[src/hdl/assert_macros.svh]
// Assertion macros shared by the meteor trail frame engine RTL.
`ifndef ASSERT_MACROS_SVH
`define ASSERT_MACROS_SVH

// Check a property on every rising clock edge outside reset.
`define MTFE_ASSERT(label, prop, msg) \
  label: assert property (@(posedge clk_i) disable iff (!rst_ni) (prop)) else $error(msg);

// Check that a condition in one cycle implies another in the next cycle.
`define MTFE_ASSERT_NEXT(label, ante, cons, msg) \
  label: assert property (@(posedge clk_i) disable iff (!rst_ni) (ante) |=> (cons)) \
    else $error(msg);

`endif

[src/hdl/mtfe_pkg.sv]
// Shared types, constants and register codes of the meteor trail frame engine.
package mtfe_pkg;

  localparam int MAX_PIXELS = 64;
  localparam int IDX_W      = $clog2(MAX_PIXELS);
  localparam int CNT_W      = $clog2(MAX_PIXELS + 1);
  localparam int PIX_IDX_W  = 6;
  localparam int POS_W      = 10;
  localparam int MASK_W     = 64;

  localparam logic [7:0] FADE_FLOOR = 8'd10;

  localparam logic [23:0] COLOR_RST  = 24'hFFFFFF;
  localparam logic [7:0]  LENGTH_RST = 8'd5;
  localparam logic [7:0]  DECAY_RST  = 8'd64;
  localparam logic        RND_RST    = 1'b1;
  localparam logic [6:0]  ACTIVE_RST = 7'd64;

  typedef struct packed {
    logic [7:0] red;
    logic [7:0] green;
    logic [7:0] blue;
  } rgb_t;

  typedef struct packed {
    logic fade;
    logic paint;
  } px_ctrl_t;

  typedef enum logic [2:0] {
    REG_COLOR  = 3'd0,
    REG_LENGTH = 3'd1,
    REG_DECAY  = 3'd2,
    REG_RANDOM = 3'd3,
    REG_ACTIVE = 3'd4
  } reg_idx_e;

  typedef enum logic {
    ST_IDLE,
    ST_RUN
  } state_e;

endpackage

[src/hdl/mtfe_cell.sv]
// One pixel cell of the rotating pixel row.
module mtfe_cell
  import mtfe_pkg::*;
(
  input  logic clk_i,
  input  logic rst_ni,
  input  logic clear_i,
  input  logic shift_i,
  input  rgb_t pix_i,
  output rgb_t pix_o
);

  rgb_t pix_q;

  always_ff @(posedge clk_i or negedge rst_ni) begin
    if (!rst_ni) begin
      pix_q <= '0;
    end else if (clear_i) begin
      pix_q <= '0;
    end else if (shift_i) begin
      pix_q <= pix_i;
    end
  end

  assign pix_o = pix_q;

endmodule

[src/hdl/mtfe_fade.sv]
// Fade and paint unit applied to the pixel leaving the head of the row.
module mtfe_fade
  import mtfe_pkg::*;
(
  input  rgb_t       pix_i,
  input  logic [7:0] decay_i,
  input  rgb_t       color_i,
  input  px_ctrl_t   ctrl_i,
  output rgb_t       pix_o
);

  function automatic logic [7:0] fade_ch(input logic [7:0] c, input logic [7:0] d);
    logic [15:0] prod;
    prod = 16'(c) * 16'(d);
    if (c <= FADE_FLOOR) begin
      return 8'd0;
    end
    return c - prod[15:8];
  endfunction

  rgb_t faded;

  always_comb begin
    faded.red   = fade_ch(pix_i.red, decay_i);
    faded.green = fade_ch(pix_i.green, decay_i);
    faded.blue  = fade_ch(pix_i.blue, decay_i);
  end

  // Paint wins over fade: the meteor is drawn after the whole strip fades.
  always_comb begin
    priority if (ctrl_i.paint) begin
      pix_o = color_i;
    end else if (ctrl_i.fade) begin
      pix_o = faded;
    end else begin
      pix_o = pix_i;
    end
  end

endmodule

[src/hdl/meteor_trail_frame_engine.sv]
// Top level of the meteor trail frame engine: register file, frame sequencer, pixel row.
//
// Usage: each slave-side transfer is one animation frame carrying the meteor head position,
// the per-pixel fade mask and a restart flag. The block keeps MAX_PIXELS RGB pixels in a
// row of cells that rotates by one place per step; the pixel leaving cell 0 is faded and,
// if it lies under the meteor, painted, then written back at the far end of the row.
// A frame always takes MAX_PIXELS steps (one full turn of the row), and a step
// of an active pixel also sends one master-side transfer with that pixel; tlast marks the
// last active pixel. Inactive pixels pass through the turn unchanged and send nothing.
// The first pixel goes out through the sequencer state and then the output register.
// When the receiver never stalls the row turns one pixel step per cycle; a new frame is
// taken only when the block is idle again after the turn.
// A restart clears every cell in the cycle the frame is taken.
// When the receiver stalls, the output register holds its pixel and the row stops turning
// until the pixel is taken; steps of inactive pixels also wait for a free output register.
// Reset: every pixel goes black, the registers take their reset values, the block is idle.
// Configuration writes (cfg_we_i) take effect at once and belong between frames only.
`include "assert_macros.svh"

module meteor_trail_frame_engine
  import mtfe_pkg::*;
(
  input  logic        clk_i,
  input  logic        rst_ni,
  // configuration write port
  input  logic        cfg_we_i,
  input  logic [2:0]  cfg_index_i,
  input  logic [23:0] cfg_wdata_i,
  // frame input
  input  logic        s_axis_tvalid,
  output logic        s_axis_tready,
  input  logic [71:0] s_axis_tdata,   // head_position [7:0], fade_mask [71:8]
  input  logic        s_axis_tuser,   // restart [0]
  // pixel output
  output logic        m_axis_tvalid,
  input  logic        m_axis_tready,
  output logic [31:0] m_axis_tdata,   // pixel_index [5:0], red [13:6], green [21:14],
                                      // blue [29:22], zero [31:30]
  output logic        m_axis_tlast    // frame_last
);

  // Configuration registers.
  rgb_t       color_q;
  logic [7:0] length_q;
  logic [7:0] decay_q;
  logic       rnd_q;
  logic [6:0] active_q;

  always_ff @(posedge clk_i or negedge rst_ni) begin
    if (!rst_ni) begin
      color_q  <= COLOR_RST;
      length_q <= LENGTH_RST;
      decay_q  <= DECAY_RST;
      rnd_q    <= RND_RST;
      active_q <= ACTIVE_RST;
    end else if (cfg_we_i) begin
      unique case (cfg_index_i)
        REG_COLOR:  color_q  <= cfg_wdata_i;
        REG_LENGTH: length_q <= cfg_wdata_i[7:0];
        REG_DECAY:  decay_q  <= cfg_wdata_i[7:0];
        REG_RANDOM: rnd_q    <= cfg_wdata_i[0];
        REG_ACTIVE: active_q <= cfg_wdata_i[6:0];
        default: ;
      endcase
    end
  end

  // Clamp the active count to the row length.
  logic [CNT_W-1:0] n_act;
  assign n_act = (active_q > 7'(MAX_PIXELS)) ? CNT_W'(MAX_PIXELS) : CNT_W'(active_q);

  // Frame sequencer.
  state_e           state_q, state_d;
  logic [IDX_W-1:0] idx_q;
  logic             accept;
  logic             advance;
  logic             emit;
  logic             out_free;
  logic             last_step;

  logic                    out_valid_q;
  logic [PIX_IDX_W-1:0]    out_idx_q;
  rgb_t                    out_pix_q;
  logic                    out_last_q;

  assign accept    = s_axis_tvalid && s_axis_tready;
  assign emit      = CNT_W'(idx_q) < n_act;
  assign out_free  = !out_valid_q || m_axis_tready;
  assign last_step = idx_q == IDX_W'(MAX_PIXELS - 1);

  always_comb begin
    state_d = state_q;
    unique case (state_q)
      ST_IDLE: if (accept) state_d = ST_RUN;
      ST_RUN:  if (advance && last_step) state_d = ST_IDLE;
      default: state_d = ST_IDLE;
    endcase
  end

  always_comb begin
    s_axis_tready = 1'b0;
    advance       = 1'b0;
    unique case (state_q)
      ST_IDLE: s_axis_tready = 1'b1;
      ST_RUN:  advance = out_free;
      default: ;
    endcase
  end

  always_ff @(posedge clk_i or negedge rst_ni) begin
    if (!rst_ni) begin
      state_q <= ST_IDLE;
      idx_q   <= '0;
    end else begin
      state_q <= state_d;
      if (advance) begin
        idx_q <= last_step ? '0 : idx_q + 1'b1;
      end
    end
  end

  // Frame operands: head, first painted position and the fade mask, shifted one per step.
  logic signed [POS_W-1:0] head_q;
  logic signed [POS_W-1:0] lo_q;
  logic [MAX_PIXELS-1:0]   mask_q;
  logic signed [POS_W-1:0] head_ext;

  assign head_ext = POS_W'($signed(s_axis_tdata[7:0]));

  always_ff @(posedge clk_i) begin
    if (accept) begin
      head_q <= head_ext;
      lo_q   <= head_ext - $signed(POS_W'(length_q)) + POS_W'(1);
      mask_q <= s_axis_tdata[8 +: MAX_PIXELS];
    end else if (advance) begin
      mask_q <= mask_q >> 1;
    end
  end

  // Per-step control for the pixel at the head of the row.
  px_ctrl_t                ctrl;
  logic signed [POS_W-1:0] pos;

  assign pos        = $signed(POS_W'(idx_q));
  assign ctrl.fade  = emit && (!rnd_q || mask_q[0]);
  assign ctrl.paint = emit && (pos >= lo_q) && (pos <= head_q);

  // Pixel row.
  rgb_t cell_pix [MAX_PIXELS];
  rgb_t new_pix;
  logic clear;

  assign clear = accept && s_axis_tuser;

  mtfe_fade u_fade (
    .pix_i   (cell_pix[0]),
    .decay_i (decay_q),
    .color_i (color_q),
    .ctrl_i  (ctrl),
    .pix_o   (new_pix)
  );

  for (genvar k = 0; k < MAX_PIXELS; k++) begin : g_cell
    rgb_t feed;
    if (k == MAX_PIXELS - 1) begin : g_tail
      assign feed = new_pix;
    end else begin : g_mid
      assign feed = cell_pix[k+1];
    end
    mtfe_cell u_cell (
      .clk_i   (clk_i),
      .rst_ni  (rst_ni),
      .clear_i (clear),
      .shift_i (advance),
      .pix_i   (feed),
      .pix_o   (cell_pix[k])
    );
  end

  // Output register.
  logic load_out;
  assign load_out = advance && emit;

  always_ff @(posedge clk_i or negedge rst_ni) begin
    if (!rst_ni) begin
      out_valid_q <= 1'b0;
    end else if (load_out) begin
      out_valid_q <= 1'b1;
    end else if (m_axis_tready) begin
      out_valid_q <= 1'b0;
    end
  end

  always_ff @(posedge clk_i) begin
    if (load_out) begin
      out_idx_q  <= PIX_IDX_W'(idx_q);
      out_pix_q  <= new_pix;
      out_last_q <= CNT_W'(idx_q) == n_act - CNT_W'(1);
    end
  end

  assign m_axis_tvalid = out_valid_q;
  assign m_axis_tdata  = {2'b00, out_pix_q.blue, out_pix_q.green, out_pix_q.red, out_idx_q};
  assign m_axis_tlast  = out_last_q;

  `MTFE_ASSERT(a_idle_at_start, (state_q == ST_IDLE) |-> (idx_q == '0), "step count not at zero while idle")
  `MTFE_ASSERT_NEXT(a_accept_runs, accept, state_q == ST_RUN, "frame taken but row not turning")
  `MTFE_ASSERT(a_no_overwrite, (out_valid_q && !m_axis_tready) |-> !load_out, "pending pixel overwritten")

endmodule
[config.mk]
export PLATFORM = sky130hd
export DESIGN_NAME = meteor_trail_frame_engine
export DESIGN_NICKNAME = d
export VERILOG_FILES = /design/src/hdl/mtfe_pkg.sv /design/src/hdl/mtfe_cell.sv /design/src/hdl/mtfe_fade.sv /design/src/hdl/meteor_trail_frame_engine.sv
export VERILOG_INCLUDE_DIRS = /design/src /design/src/hdl
export SDC_FILE = /design/constraint.sdc
export NUM_CORES = 2
export LEC_CHECK = 0
export ABC_AREA = 1
export BUFFER_PORTS_ARGS = -buffer_cell sky130_fd_sc_hd__buf_4
export CORE_UTILIZATION = 42
export CTS_CLUSTER_DIAMETER = 200
export DETAILED_ROUTE_END_ITERATION = 10
export SLEW_MARGIN = 5
export SYNTH_ARGS = -nofsm -noshare
export SYNTH_HDL_FRONTEND = slang
export SYNTH_HIERARCHICAL = 1
export SYNTH_SLANG_ARGS = --single-unit
[constraint.sdc]
create_clock -name clk_i -period 31.8 [get_ports clk_i]
set_clock_uncertainty 0.1 [all_clocks]
set_input_delay 3.18 -clock clk_i [delete_from_list [all_inputs] [get_ports clk_i]]
set_output_delay 3.18 -clock clk_i [all_outputs]
set_load 0.01 [all_outputs]
==> impl_results.md <==
- Outcome: complete, no violations
- Slew HR: a little over a fifth
- DP Wirelength: about 120000 µm
- GRT Residual Overflow: 0
- Hold Path Class: reg2reg
- PortBufs: ~140
- Reg-to-reg endpoint: m_axis_tdata[19]$_DFFE_PP_
- Initial core utilization: a little over two fifths
- Core area: between 0.15 and 0.2 mm²
- Met2 routed WL: between 80000 and 90000 µm
- Ys async rst share: around 93%
- Crit path from: m_axis_tready
- Max Used Layer: met4
- Vias: 55800
- Final wirelength: about 180000 µm
- Routed length on met3: roughly 6000 µm
- Root Driver: clkbuf_16
- Mean Syn Cell Area: about 9 µm²
- Setup crit start kind: primary input
- Max Buffers Root-to-Sink: 3
- TritonRoute pass-1 iters: 6
- Post-DR vias/cell: between 5 and 6
- RSZ-0062 raised after global routing: false
- CP Capture Point: g_cell[36].u_cell/pix_o[9]$_DFFE_PN0P_
- Final nets: 8836
- M1 wire length: 80200 µm
- # H-tree levels: 4
- Crit. End Element: register
- Setup TNS: 0 ns
- WS Path Type: in2reg
- Worst skew pair latency: 0.80 ns
- Worst-path clk slew: approximately 0.060 ns
- Final hold vios: 0
- R2r setup slk: between 20 and 30 ns
- Initial DRC Count: between 4000 and 5000
- Area of the multi-input gates: between 0.02 and 0.03 mm²
- Die X: 431 µm
- Endpoints failing setup: 0
- Max rail drop VDD: about 0.056 mV
- Initial antenna violation count: 2
- Antenna Nets Post-Route: 0
- Synth warn: 6
- LEAKAGE: roughly 47 nW
- Reg2reg start: decay_q[3]$_DFFE_PN0P_
- Die area: 0.186 mm²
- Number of buffers created by CTS: 180
- Drt drc: 0
- Worst hold slack: around 0.37 ns
- Max-cap violations: 0
- Global-route wire length before repair: roughly 290000 µm
- Worst-path maximum fanout: ~200
- CTS tree: done
- Slew @ Worst Pin: 1.17 ns
- Worst R2R Path Depth: 24
- Register bit count reported by yosys: approximately 1700
- Post-CTS Hold Buffers: 0
- Final cycle utilization of the critical path: 25.2%
- Final core occ: 46.1%
- Post-synth cell types: between 40 and 50
- Mean routed wirelength per cell: roughly 16 µm
- Sequential cell area: 0.0433 mm²
- Fill cell count: around 18000
- I/O pin count: 140
- FP Rows: ~160
- Sequential area share after synthesis: a little under three fifths
- Fmax: 125 MHz
- Total GRT Usage: 19.1%
- Critical Path RT: 32.40 ns
- Vias in the first global route: 56800
- Post_cts resized: 0
- Synthesized area: about 0.077 mm²
- Critical path data arrival time: around 8.6 ns
- Layout area overhead: 8.92%
- Die height: 431 µm
- Primary FF master, synth: dfrtp_1
- EDFF count, synth: ~110
- Largest net degree at the start of global routing: roughly 230
- Routability Congestion: between 0.8 and 0.9
- CTS sink cnt: around 1700
- Max-slew violation count: 0
- Minimum clock period: approximately 8.0 ns
- Layout cells sized above 1: 7.84%
- Post-Syn Instances: between 8000 and 9000
- Pwr Density: around 75 mW/mm²
- Setup Buffers After CTS: 0
[worst max-delay path: stages]
cell	delay (ns)
buf_4	0.09
o21ai_1	0.31
inv_8	0.66
buf_4	0.85
buf_4	0.85
buf_12	0.70
buf_4	1.01
nor2_4	0.28
nand2_1	0.14
nand2_1	0.06
[kinds of logic after synthesis]
group / share of synthesized area [%]
xor gates and xnor gates: 0.485
adders and majority gates: 5.34
DFF: 55.8
other: 0.00484
and+or+nand+nor: 29.6
buffers and inverters: 7.15
AOI/OAI and AO/OA: 1.37
muxes: 0.233
[synthesized netlist by cell type, types with 2 or more instances]
| cell type | instances | share of area, % |
|---|---|---|
| a211oi_1 | 2 | 0.019 |
| a21o_1 | 3 | 0.029 |
| a21oi_1 | 113 | 0.73 |
| a21oi_2 | 2 | 0.023 |
| a31oi_1 | 4 | 0.032 |
| buf_1 | 3 | 0.015 |
| buf_2 | 280 | 1.8 |
| buf_4 | 8 | 0.078 |
| buf_6 | 193 | 2.8 |
| clkbuf_1 | 34 | 0.16 |
| dfrtp_1 | 1563 | 50 |
| dfstp_2 | 29 | 0.98 |
| edfxtp_1 | 113 | 4.4 |
| fa_1 | 109 | 2.8 |
| ha_1 | 156 | 2.5 |
| inv_1 | 402 | 1.9 |
| inv_2 | 68 | 0.33 |
| mux2_1 | 5 | 0.073 |
| mux2_2 | 11 | 0.16 |
| nand2_1 | 3643 | 18 |
| nand2_2 | 7 | 0.057 |
| nand2_4 | 2 | 0.029 |
| nand3_1 | 1583 | 10 |
| nand3b_1 | 8 | 0.078 |
| nand4_1 | 5 | 0.040 |
| nor2_1 | 70 | 0.34 |
| nor2_2 | 2 | 0.016 |
| nor2_4 | 65 | 0.94 |
| nor3_1 | 10 | 0.065 |
| nor4_1 | 3 | 0.024 |
| o211ai_1 | 3 | 0.029 |
| o21a_1 | 3 | 0.029 |
| o21ai_0 | 51 | 0.33 |
| o21ai_1 | 4 | 0.026 |
| o21ai_2 | 4 | 0.045 |
| or2_2 | 10 | 0.081 |
| xnor2_1 | 20 | 0.23 |
| xor2_1 | 21 | 0.24 |
[power by group]
part           switching [mW]  internal (mW)  total [mW]
combinational           0.837          0.349        1.19
clock                   0.883           1.25        2.14
sequential              0.318           2.73        3.04
[worst min-delay path by stage]
stage	from	cells after the start	slack [ns]	to
floorplan	g_cell[0].u_cell/pix_o[0]$_DFFE_PN0P_	2	0.34	g_cell[0].u_cell/pix_o[0]$_DFFE_PN0P_
global placement	g_cell[29].u_cell/pix_o[18]$_DFFE_PN0P_	2	0.35	g_cell[29].u_cell/pix_o[18]$_DFFE_PN0P_
detailed placement	g_cell[45].u_cell/pix_o[22]$_DFFE_PN0P_	2	0.36	g_cell[45].u_cell/pix_o[22]$_DFFE_PN0P_
CTS	g_cell[45].u_cell/pix_o[22]$_DFFE_PN0P_	2	0.37	g_cell[45].u_cell/pix_o[22]$_DFFE_PN0P_
global route	g_cell[26].u_cell/pix_o[2]$_DFFE_PN0P_	2	0.38	g_cell[26].u_cell/pix_o[2]$_DFFE_PN0P_
finish	g_cell[32].u_cell/pix_o[7]$_DFFE_PN0P_	2	0.37	g_cell[32].u_cell/pix_o[7]$_DFFE_PN0P_
[cell usage in the layout, fill, tap and decap left out, types with 5 or more instances in the layout]
cell          n
nor2_4       68
nand2_2       8
buf_12        7
clkinv_1      5
inv_2        69
nand3_1    1583
xor2_1       21
or2_2        10
buf_4       170
nand2_1    3642
a21oi_1     112
mux2_2       11
fa_1        109
inv_6         5
xnor2_1      20
clkbuf_8     44
clkbuf_16   184
o21ai_0      51
ha_1        156
nand4_1       5
nor2_1       67
mux2_1        5
nand3b_1      8
bufinv_16    10
clkbuf_1     41
inv_1       400
dfstp_2      29
clkinv_2     28
dfrtp_1    1563
nor3_1       10
edfxtp_1    113
[sequential cells by signal (all words and copies together), names as in the netlist, 7 cells and up]
name / cells
g_cell.u_cell/pix_o: 1536
length_q: 8
active_q: 7
color_q: 24
head_q: 8
lo_q: 10
mask_q: 64
m_axis_tdata: 24
decay_q: 8
[metrics by stage]
stage | area (µm²) | setup WS [ns] | std cells | total power, mW
after floorplan | 77500 | 16.19 | 8624 | 3.98
after global placement | 78300 | 23.04 | 10700 | 4.25
after detailed placement | 78300 | 23.01 | 10700 | 4.28
after CTS | 84400 | 23.90 | 11100 | 6.45
after global routing | 84400 | 23.31 | 11100 | 6.73
final | 84400 | 23.79 | 11100 | 6.37
[layout make-up]
| cell class | instances | share of cell area [%] |
|---|---|---|
| Timing Repair Buffer | 178 | 1.71 |
| Clock inverter | 62 | 0.885 |
| Multi-Input combinational cell | 5930 | 34.0 |
| Antenna cell | 2 | 0.00593 |
| Tap cell | 2464 | 3.65 |
| Sequential cell | 1705 | 51.3 |
| Clock buffer | 269 | 6.36 |
| Inverter | 471 | 2.10 |
[per-layer routing]
layer | global-route usage (%) | vias up
met5 | 0 | -
met4 | 6.16 | 0
met3 | 2.51 | 307
met2 | 31.6 | 820
met1 | 26.1 | 27600
li1 | - | 27100
No activity file was read; power rests on OpenSTA's default activity.
